`src/rtl/sbsh_pkg.sv`:
```
// Shared constants and round functions for the SHA-256 byte-stream hasher.
// Holds the round constant table, the initial hash values and the sigma helpers.
// No dependencies.
package sbsh_pkg;

    // Initial chain value, word 0 first
    localparam logic [31:0] H_INIT [8] = '{
        32'h6a09e667, 32'hbb67ae85, 32'h3c6ef372, 32'ha54ff53a,
        32'h510e527f, 32'h9b05688c, 32'h1f83d9ab, 32'h5be0cd19
    };

    // Round constant for round index
    function automatic logic [31:0] sbsh_k(input logic [5:0] idx);
        logic [31:0] k;
        case (idx)
            6'd0:  k = 32'h428a2f98;  6'd1:  k = 32'h71374491;
            6'd2:  k = 32'hb5c0fbcf;  6'd3:  k = 32'he9b5dba5;
            6'd4:  k = 32'h3956c25b;  6'd5:  k = 32'h59f111f1;
            6'd6:  k = 32'h923f82a4;  6'd7:  k = 32'hab1c5ed5;
            6'd8:  k = 32'hd807aa98;  6'd9:  k = 32'h12835b01;
            6'd10: k = 32'h243185be;  6'd11: k = 32'h550c7dc3;
            6'd12: k = 32'h72be5d74;  6'd13: k = 32'h80deb1fe;
            6'd14: k = 32'h9bdc06a7;  6'd15: k = 32'hc19bf174;
            6'd16: k = 32'he49b69c1;  6'd17: k = 32'hefbe4786;
            6'd18: k = 32'h0fc19dc6;  6'd19: k = 32'h240ca1cc;
            6'd20: k = 32'h2de92c6f;  6'd21: k = 32'h4a7484aa;
            6'd22: k = 32'h5cb0a9dc;  6'd23: k = 32'h76f988da;
            6'd24: k = 32'h983e5152;  6'd25: k = 32'ha831c66d;
            6'd26: k = 32'hb00327c8;  6'd27: k = 32'hbf597fc7;
            6'd28: k = 32'hc6e00bf3;  6'd29: k = 32'hd5a79147;
            6'd30: k = 32'h06ca6351;  6'd31: k = 32'h14292967;
            6'd32: k = 32'h27b70a85;  6'd33: k = 32'h2e1b2138;
            6'd34: k = 32'h4d2c6dfc;  6'd35: k = 32'h53380d13;
            6'd36: k = 32'h650a7354;  6'd37: k = 32'h766a0abb;
            6'd38: k = 32'h81c2c92e;  6'd39: k = 32'h92722c85;
            6'd40: k = 32'ha2bfe8a1;  6'd41: k = 32'ha81a664b;
            6'd42: k = 32'hc24b8b70;  6'd43: k = 32'hc76c51a3;
            6'd44: k = 32'hd192e819;  6'd45: k = 32'hd6990624;
            6'd46: k = 32'hf40e3585;  6'd47: k = 32'h106aa070;
            6'd48: k = 32'h19a4c116;  6'd49: k = 32'h1e376c08;
            6'd50: k = 32'h2748774c;  6'd51: k = 32'h34b0bcb5;
            6'd52: k = 32'h391c0cb3;  6'd53: k = 32'h4ed8aa4a;
            6'd54: k = 32'h5b9cca4f;  6'd55: k = 32'h682e6ff3;
            6'd56: k = 32'h748f82ee;  6'd57: k = 32'h78a5636f;
            6'd58: k = 32'h84c87814;  6'd59: k = 32'h8cc70208;
            6'd60: k = 32'h90befffa;  6'd61: k = 32'ha4506ceb;
            6'd62: k = 32'hbef9a3f7;  6'd63: k = 32'hc67178f2;
            default: k = 32'h0;
        endcase
        return k;
    endfunction

    function automatic logic [31:0] rotr(input logic [31:0] x, input int unsigned n);
        return (x >> n) | (x << (32 - n));
    endfunction

    function automatic logic [31:0] big_s0(input logic [31:0] x);
        return rotr(x, 2) ^ rotr(x, 13) ^ rotr(x, 22);
    endfunction

    function automatic logic [31:0] big_s1(input logic [31:0] x);
        return rotr(x, 6) ^ rotr(x, 11) ^ rotr(x, 25);
    endfunction

    function automatic logic [31:0] small_s0(input logic [31:0] x);
        return rotr(x, 7) ^ rotr(x, 18) ^ (x >> 3);
    endfunction

    function automatic logic [31:0] small_s1(input logic [31:0] x);
        return rotr(x, 17) ^ rotr(x, 19) ^ (x >> 10);
    endfunction

endpackage

```
`src/rtl/sha256_byte_stream_hasher.sv`:
```
// SHA-256 engine fed one message byte per word, one shared round unit.
// Depends on sbsh_pkg for the round constants, initial hash and sigma functions.
//
// Usage:
//   Input channel (i_valid / o_ready) carries i_data_byte, i_byte_valid and
//   i_end_of_message. A byte word is taken whenever o_ready is high. Bytes are packed
//   big-endian into a 16-word schedule window; every 64th byte starts a
//   compression that runs one round per cycle on the shared round unit and
//   then adds the working variables into the chain value; no input is taken
//   meanwhile. An end word appends 0x80, zero words and the 64-bit bit
//   length, pushing one padding word per cycle, then runs one or two
//   compressions, each ending with the add into the chain value.
//   Output channel (o_valid / i_ready) then presents the eight digest words,
//   word index 0 first, o_last_word on the eighth. The output register holds
//   its word while the receiver stalls; no input is taken until all eight
//   words are delivered, after which the chain returns to the initial hash.
//   Reset (i_rst_n low, synchronous) clears the byte count and sequencer and
//   loads the initial hash values; no clearing pass is needed.
module sha256_byte_stream_hasher
    import sbsh_pkg::*;
(
    input  logic        i_clk,
    input  logic        i_rst_n,
    input  logic        i_valid,
    output logic        o_ready,
    input  logic [7:0]  i_data_byte,
    input  logic        i_byte_valid,
    input  logic        i_end_of_message,
    output logic        o_valid,
    input  logic        i_ready,
    output logic [31:0] o_digest_word,
    output logic [2:0]  o_word_index,
    output logic        o_last_word
);

    localparam logic [2:0] S_IDLE = 3'd0;
    localparam logic [2:0] S_PAD  = 3'd1;
    localparam logic [2:0] S_COMP = 3'd2;
    localparam logic [2:0] S_ADD  = 3'd3;
    localparam logic [2:0] S_OUT  = 3'd4;

    localparam logic [4:0] WORDS_FULL = 5'd16;
    localparam logic [4:0] WORD_LEN_HI = 5'd14;
    localparam logic [5:0] LAST_ROUND = 6'd63;
    localparam logic [2:0] LAST_INDEX = 3'd7;

    // Control state
    logic [2:0]  r_state, n_state;
    logic [60:0] r_cnt, n_cnt;
    logic [4:0]  r_wc, n_wc;
    logic [5:0]  r_rnd, n_rnd;
    logic [2:0]  r_idx, n_idx;
    logic        r_fin, n_fin;
    logic        r_mark, n_mark;
    logic        r_zero, n_zero;
    logic        r_last, n_last;
    logic [31:0] r_cv [8];
    logic [31:0] n_cv [8];

    // Payload state
    logic [31:0] r_acc, n_acc;
    logic [31:0] r_w [16];
    logic [31:0] n_w [16];
    logic [31:0] r_v [8];
    logic [31:0] n_v [8];

    // Shared round unit and schedule expansion
    logic [31:0] t1, t2, w_new;
    logic        push;
    logic [31:0] push_word;
    logic [4:0]  wc_push;

    always_comb begin
        t1 = r_v[7] + big_s1(r_v[4]) + ((r_v[4] & r_v[5]) ^ (~r_v[4] & r_v[6]))
           + sbsh_k(r_rnd) + r_w[0];
        t2 = big_s0(r_v[0]) + ((r_v[0] & r_v[1]) ^ (r_v[0] & r_v[2]) ^ (r_v[1] & r_v[2]));
        w_new = r_w[0] + small_s0(r_w[1]) + r_w[9] + small_s1(r_w[14]);
    end

    assign o_ready = (r_state == S_IDLE);
    assign o_valid = (r_state == S_OUT);
    assign o_digest_word = r_cv[r_idx];
    assign o_word_index = r_idx;
    assign o_last_word = (r_idx == LAST_INDEX);
    assign wc_push = r_wc + 5'd1;

    // Sequencer: pack bytes, pad, run rounds, add, emit digest
    always_comb begin
        n_state = r_state;
        n_cnt = r_cnt;
        n_wc = r_wc;
        n_rnd = r_rnd;
        n_idx = r_idx;
        n_fin = r_fin;
        n_mark = r_mark;
        n_zero = r_zero;
        n_last = r_last;
        n_acc = r_acc;
        n_cv = r_cv;
        n_w = r_w;
        n_v = r_v;
        push = 1'b0;
        push_word = 32'h0;

        case (r_state)
            S_IDLE: begin
                if (i_valid) begin
                    if (i_byte_valid) begin
                        if (r_cnt[1:0] == 2'd0) begin
                            n_acc = {i_data_byte, 24'h0};
                        end else begin
                            n_acc = r_acc | ({i_data_byte, 24'h0} >> {r_cnt[1:0], 3'b000});
                        end
                        n_cnt = r_cnt + 61'd1;
                        if (r_cnt[1:0] == 2'd3) begin
                            push = 1'b1;
                            push_word = n_acc;
                        end
                    end
                    n_fin = i_end_of_message;
                    n_mark = i_end_of_message;
                    if (push && wc_push == WORDS_FULL) begin
                        n_state = S_COMP;
                        n_v = r_cv;
                        n_rnd = 6'd0;
                    end else if (i_end_of_message) begin
                        n_state = S_PAD;
                    end
                end
            end
            S_PAD: begin
                if (r_wc == WORDS_FULL) begin
                    n_state = S_COMP;
                    n_v = r_cv;
                    n_rnd = 6'd0;
                    n_zero = 1'b0;
                end else if (r_mark) begin
                    // Terminating 0x80 after the bytes of the partial word
                    push = 1'b1;
                    push_word = ((r_cnt[1:0] == 2'd0) ? 32'h0 : r_acc)
                              | (32'h8000_0000 >> {r_cnt[1:0], 3'b000});
                    n_mark = 1'b0;
                    if (r_wc >= WORD_LEN_HI) begin
                        n_zero = 1'b1;
                    end
                end else if (r_zero || r_wc < WORD_LEN_HI) begin
                    push = 1'b1;
                    push_word = 32'h0;
                end else if (r_wc == WORD_LEN_HI) begin
                    push = 1'b1;
                    push_word = r_cnt[60:29];
                end else begin
                    push = 1'b1;
                    push_word = {r_cnt[28:0], 3'b000};
                    n_last = 1'b1;
                end
            end
            S_COMP: begin
                n_v[7] = r_v[6];
                n_v[6] = r_v[5];
                n_v[5] = r_v[4];
                n_v[4] = r_v[3] + t1;
                n_v[3] = r_v[2];
                n_v[2] = r_v[1];
                n_v[1] = r_v[0];
                n_v[0] = t1 + t2;
                for (int i = 0; i < 15; i++) begin
                    n_w[i] = r_w[i + 1];
                end
                n_w[15] = w_new;
                n_rnd = r_rnd + 6'd1;
                if (r_rnd == LAST_ROUND) begin
                    n_state = S_ADD;
                end
            end
            S_ADD: begin
                for (int i = 0; i < 8; i++) begin
                    n_cv[i] = r_cv[i] + r_v[i];
                end
                n_wc = 5'd0;
                if (r_last) begin
                    n_state = S_OUT;
                    n_idx = 3'd0;
                end else if (r_fin) begin
                    n_state = S_PAD;
                end else begin
                    n_state = S_IDLE;
                end
            end
            S_OUT: begin
                if (i_ready) begin
                    if (r_idx == LAST_INDEX) begin
                        n_cv = H_INIT;
                        n_cnt = 61'd0;
                        n_fin = 1'b0;
                        n_last = 1'b0;
                        n_state = S_IDLE;
                    end else begin
                        n_idx = r_idx + 3'd1;
                    end
                end
            end
            default: begin
                n_state = S_IDLE;
            end
        endcase

        // Shift a finished word into the schedule window
        if (push) begin
            for (int i = 0; i < 15; i++) begin
                n_w[i] = r_w[i + 1];
            end
            n_w[15] = push_word;
            n_wc = wc_push;
        end
    end

    // Hold control state
    always_ff @(posedge i_clk) begin
        if (!i_rst_n) begin
            r_state <= S_IDLE;
            r_cnt <= 61'd0;
            r_wc <= 5'd0;
            r_rnd <= 6'd0;
            r_idx <= 3'd0;
            r_fin <= 1'b0;
            r_mark <= 1'b0;
            r_zero <= 1'b0;
            r_last <= 1'b0;
            r_cv <= H_INIT;
        end else begin
            r_state <= n_state;
            r_cnt <= n_cnt;
            r_wc <= n_wc;
            r_rnd <= n_rnd;
            r_idx <= n_idx;
            r_fin <= n_fin;
            r_mark <= n_mark;
            r_zero <= n_zero;
            r_last <= n_last;
            r_cv <= n_cv;
        end
    end

    // Advance payload registers
    always_ff @(posedge i_clk) begin
        r_acc <= n_acc;
        r_w <= n_w;
        r_v <= n_v;
    end

`ifndef SYNTHESIS
    a_no_overlap: assert property (@(posedge i_clk) disable iff (!i_rst_n)
        !(o_ready && o_valid))
        else $error("input and output handshakes open together");

    a_wc_bound: assert property (@(posedge i_clk) disable iff (!i_rst_n)
        r_wc <= WORDS_FULL)
        else $error("schedule window overfilled");

    a_comp_full: assert property (@(posedge i_clk) disable iff (!i_rst_n)
        (r_state != S_COMP && n_state == S_COMP) |-> (r_wc == WORDS_FULL || wc_push == WORDS_FULL))
        else $error("compression started on a partial block");

    a_digest_done: assert property (@(posedge i_clk) disable iff (!i_rst_n)
        (o_valid && i_ready && o_last_word) |=> (o_ready && r_cnt == 61'd0 && !r_fin))
        else $error("state not restored after digest");

    a_last_only_out: assert property (@(posedge i_clk) disable iff (!i_rst_n)
        (r_state == S_OUT) |-> (r_last && r_fin && !r_mark))
        else $error("digest emitted without a final block");
`endif

endmodule
```
`config.mk`:
```
export PLATFORM = sky130hd
export DESIGN_NAME = sha256_byte_stream_hasher
export DESIGN_NICKNAME = d
export VERILOG_FILES = /design/src/rtl/sbsh_pkg.sv /design/src/rtl/sha256_byte_stream_hasher.sv
export SDC_FILE = /design/constraint.sdc
export NUM_CORES = 2
export LEC_CHECK = 0
export ABC_CLOCK_PERIOD_IN_PS = 31600
export BUFFER_PORTS_ARGS = -buffer_cell sky130_fd_sc_hd__clkbuf_2
export CAP_MARGIN = 10
export CELL_PAD_IN_SITES_DETAIL_PLACEMENT = 1
export CELL_PAD_IN_SITES_GLOBAL_PLACEMENT = 2
export CORE_MARGIN = 3
export CORE_UTILIZATION = 43
export DETAILED_ROUTE_END_ITERATION = 8
export GPL_TIMING_DRIVEN = 0
export PLACE_DENSITY_LB_ADDON = 0.1
export SLEW_MARGIN = 20
export SYNTH_ARGS = -nofsm -noshare
export SYNTH_HDL_FRONTEND = slang
export SYNTH_SLANG_ARGS = --single-unit
```
`constraint.sdc`:
```
create_clock -name i_clk -period 31.6 [get_ports i_clk]
set_input_delay 6.32 -clock i_clk [delete_from_list [all_inputs] [get_ports i_clk]]
set_output_delay 6.32 -clock i_clk [all_outputs]
set_load 0.005 [all_outputs]
```
After elaboration in Yosys (flattened, before gate mapping). Memories as Yosys holds them, arrays and structs flattened. A register that Yosys moved wholly into a read port is not among the register bits. Cells that the tools add are included.

Flip-flop bits (word level): 1138. Bits in read-only memories: 2048. Input bits: 14. Output and inout port bits: 38. Word-level logic and storage cells: 217. Memories kept: 1.

Add/subtract/negate cells: 22. $lt $le $gt $ge: 3. Eq/ne operators: 24. Shifts and indexed selects: 2. Mux-type cells: 70. Bitwise logic cells: 30. Reductions and logical operators: 23.

Memory list: (no name shown) (depth 64, width 32, rd ports 1, clocked after Yosys merged registers in 1, wr ports 0, line sbsh_pkg.sv:15) `case (idx)`.

Operators with widths (count): 256-bit two-way mux (5); 512-bit two-way mux (2); 256-bit one-hot mux with 3 select lines (1); 32-bit adder (18); 256-bit one-hot mux with 2 select lines (1); 32-bit two-way mux (11); 32-bit bitwise XOR (9); 61-bit two-way mux (4); 32-bit bitwise AND (5); 61-bit one-hot mux with 2 select lines (1); 32-bit binary-select mux with 3-bit select (1); 32-bit OR (2); 32-bit one-hot mux with 2 select lines (1); 61-bit by 1-bit adder with 61-bit output (second input constant) (1); 3-bit two-way mux (11); 32-bit inverter (1); 10-bit by 32-bit OR with 32-bit output (1); 13-bit by 32-bit OR with 32-bit output (1); 14-bit by 32-bit OR with 32-bit output (1); 15-bit by 32-bit OR with 32-bit output (1); 19-bit by 32-bit OR with 32-bit output (1); 21-bit by 32-bit OR with 32-bit output (1); 25-bit by 32-bit OR with 32-bit output (1); 26-bit by 32-bit OR with 32-bit output (1); other kinds (41) (92).

Longest topological paths before layout.
Depth in word-level cells: 11. Gate-level depth with buffers: 35. Mapped depth without buffers: 34.

Least setup slack after synthesis. No wires, ideal clock.

Kind: in2reg. From: input port i_byte_valid. To: register (tool-made name). Arrival: 27845 ps. Required time: 31444 ps. Slack: 3599 ps. Stages: 8. Buffers on the path: 0. Path through: nand3_1 -> nor2_1 -> a311oi_1 -> a21o_1 -> nor3_1 -> xnor2_1 -> o311ai_0 -> a211oi_1.

RTL lines: from (decl) (line sha256_byte_stream_hasher.sv:27) `input logic i_byte_valid,`.

==> results.sh <==
export IMPL_status="finished clean"
export IMPL_dieHeight_um=412
export IMPL_avgSynthCellArea_um2=9.94
export IMPL_syn_instance_count=7148
export IMPL_syn_nets=7754
export IMPL_antenna_left=0
export IMPL_reg2reg_from="r_v[122]$_DFFE_PP_"
export IMPL_switchingPower_w=0.00410
export IMPL_fin_cells=9682
export IMPL_dr_first_iter_drc_count=6293
export IMPL_seq_area_frac_synth_pct=44.2
export IMPL_worstSetupStartpoint="i_byte_valid"
export IMPL_num_rows=148
export IMPL_synth_xor_area_share_pct=7.70
export IMPL_dieWidth_um=412
export IMPL_r2r_end="r_v[255]$_DFFE_PP_"
export IMPL_antenna_found_initial=15
export IMPL_layout_drive_gt1_share_pct=7.32
export IMPL_rrSetupSlack_ns=22.02
export IMPL_ctsResizeCount=0
export IMPL_fin_nets=7995
export IMPL_cts_tree="built"
export IMPL_whs_ns=0.400
export IMPL_synth_adder_area_share_pct=12.5
export IMPL_cts_buffers=136
export IMPL_place_inst=9426
export IMPL_via_count=58100
export IMPL_worstSkewPairLatency_ns=0.83
export IMPL_synth_area_mm2=0.0710
export IMPL_finalMaxSlewViolations=0
export IMPL_end_kind="flop"
export IMPL_max_stage_delay_ns=0.78
export IMPL_setup_viol=0
export IMPL_synth_compound_area_share_pct=15.5
export IMPL_cts_setup_buffers=0
export IMPL_viasPerCell=6.00
export IMPL_crit_chain="clkbuf_2, nand3_1, nor2_1, a311oi_1, a21oi_2, o211ai_1, nand2_1, clkbuf_1, buf_2, ha_1, clkbuf_1, nand2_1, o21ai_0, a21oi_1, o21ai_0, o21ai_0, a21oi_1"
export IMPL_p_sw_share_pct=45.4
export IMPL_worstMarginPinSlew_ns=1.27
export IMPL_routed_wl_um=298000
export IMPL_final_core_util_pct=48.7
export IMPL_grtUsageMet3_pct=5.97
export IMPL_fin_skew_ns=0.0510
export IMPL_max_clock_path_buffers=3
export IMPL_min_path_type="reg -> reg"
export IMPL_met2_usage_pct=52.0
export IMPL_cp_common_cell="o21ai_0"
export IMPL_gp_congestion=1.01
export IMPL_seq_power_share_pct=22.0
export IMPL_period_needed_ns=11.40
export IMPL_p_per_area_mw_per_mm2=113
export IMPL_total_power_w=0.00903
export IMPL_synth_mux_area_fraction_pct=3.28
export IMPL_path_max_fanout=15
export IMPL_yosys_register_bits=1170
export IMPL_yosysWarnings=0
export IMPL_hold_violations=0
export IMPL_fillers=18100
export IMPL_p_leak_nw=31.6
export IMPL_min_to="r_w[296]$_DFFE_PP_"
export IMPL_drt_pass1_iter_count=5
export IMPL_synth_top_family_by_area="compound AO/OA/AOI/OAI gates"
export IMPL_critPathRequiredTime_ns=32.25
export IMPL_use_met1_pct=49.7
export IMPL_core_area_mm2=0.164
export IMPL_setup_worst_path_start_class="primary input"
export IMPL_drc=0
export IMPL_rsz0062_at_grt="no"
export IMPL_hold_depth=0
export IMPL_grt_max_degree=64
export IMPL_die_area_mm2=0.170
export IMPL_clock_root_buffer="clkbuf_16"
export IMPL_synthArstFlopShare_pct=0
export IMPL_pwr_share_comb_pct=59.1
export IMPL_clkPwrFrac_pct=18.9
export IMPL_min_from="r_w[264]$_DFFE_PP_"
export IMPL_worstSetupPathType="in -> reg"
export IMPL_first_global_vias=57900
export IMPL_dp_hpwl_um=234000
export IMPL_cts_hold_buf=0
export IMPL_finalCritPeriodShare_pct=36.1
export IMPL_reg2reg_depth=34
export IMPL_setup_tns_ns=0
export IMPL_maxSlewHeadroom_pct=15.5
export IMPL_peakVddDrop_v=0.000136
export IMPL_synth_edf_count=800
export IMPL_synth_simple_area_share_pct=12.1
export IMPL_ys_flop_type="edfxtp_1"
export IMPL_crit_slowest_cell="clkbuf_1"
export IMPL_cp_arrival_ns=12.05
export IMPL_grt_pass1_wl_um=421000
export IMPL_syn2layout_area_growth_pct=12.2
export IMPL_io_pin_count=52
export IMPL_initial_core_util_pct=43.4
export IMPL_io_buffers=51
export IMPL_cts_sinks=1170
export IMPL_fmax_ghz=0.0877
export IMPL_cts_max_level=4
export IMPL_synthDistinctLibCells=88
export IMPL_grt_most_used_layer="met2"
export IMPL_grt_use_total_pct=34.6
export IMPL_overflow=0
export IMPL_layout_commonest_cell="nand2_1"
export IMPL_max_cap_viol_count=0
export IMPL_intPower_w=0.00493
export IMPL_clk_pin_slew_ns=0.06
export IMPL_routedWlPerCell_um=30.7
export IMPL_final_cell_mix="nand2_1 (1063), edfxtp_1 (800), inv_1 (526)"
[registers in the layout, summed over array words and instances, names as in the netlist, named ones only]
signal        cells
r_wc              5
r_acc            32
r_mark            1
r_last            1
r_state           3
r_v             256
o_word_index      3
r_rnd             6
r_cnt            61
r_cv            256
r_w             512
r_zero            1
r_fin             1
[worst max-delay path, delay by kind of cell]
| family | cells | cell delay, ns |
|---|---|---|
| compound gates | 8 | 2.21 |
| fa+ha+maj | 1 | 0.42 |
| buf+inv | 4 | 2.06 |
| simple gates | 4 | 1.02 |
[cells in the mapped netlist, types with 227 or more instances]
master,number,area [µm²]
nand2_1,1065,4000
xor2_1,275,2410
edfxtp_1,800,24000
clkbuf_1,273,1020
xnor2_1,344,3010
a21o_1,227,1700
inv_1,526,1970
ha_1,397,4970
dfxtp_1,370,7410
a21oi_1,495,2480
o21ai_0,415,2080
nor2_1,456,1710
[per-stage QoR]
step	setup WS, ns	area [µm²]
CTS	20.48	79600
floorplan	3.60	71000
global placement	-16.92	74000
detailed placement	19.67	74800
finish	20.20	79700
global route	20.18	79700
[kinds of logic after synthesis]
kind of cell,Yosys count
buf+inv,859
flops,1170
xor+xnor,621
compound gates,1753
mux,145
simple gates,2005
fa+ha+maj,595
[power groups by stage]
stage / Clock (W) / Combinational (W) / Sequential [W]
final: 0.00171 / 0.00534 / 0.00199
after global routing: 0.00179 / 0.00582 / 0.00200
after CTS: 0.00173 / 0.00524 / 0.00199
after detailed placement: 0 / 0.00517 / 0.00202
after global placement: 0 / 0.00506 / 0.00213
after floorplan: 0 / 0.00367 / 0.00204
[how the worst max path moves through the flow]
stage | end | slack (ns) | cells past startpoint
3_5_place_dp | flop | 19.67 | 17
5_1_grt | flop | 20.18 | 17
2_1_floorplan | flop | 3.60 | 8
3_3_place_gp | flop | -16.92 | 9
4_1_cts | flop | 20.48 | 17
6_report | flop | 20.20 | 17
[per-layer routing]
layer / routed length [µm] / vias to the layer above
li1: - / 25600
met1: 133000 / 29600
met2: 130000 / 2314
met3: 22800 / 480
met4: 12300 / 2
met5: 10 / -
[final cells by class]
type                            count  area (µm²)  area share, %
Clock inverter                     69        1100           1.38
Antenna cell                        6        15.0         0.0188
Multi-Input combinational cell   5119       36400           45.7
Buffer                            328        1310           1.64
Inverter                          531        1990           2.50
Timing Repair Buffer              103         937           1.18
Clock buffer                      181        3750           4.71
Tap cell                         2175        2720           3.42
Sequential cell                  1170       31400           39.4
No activity file was read; power rests on OpenSTA's default activity.
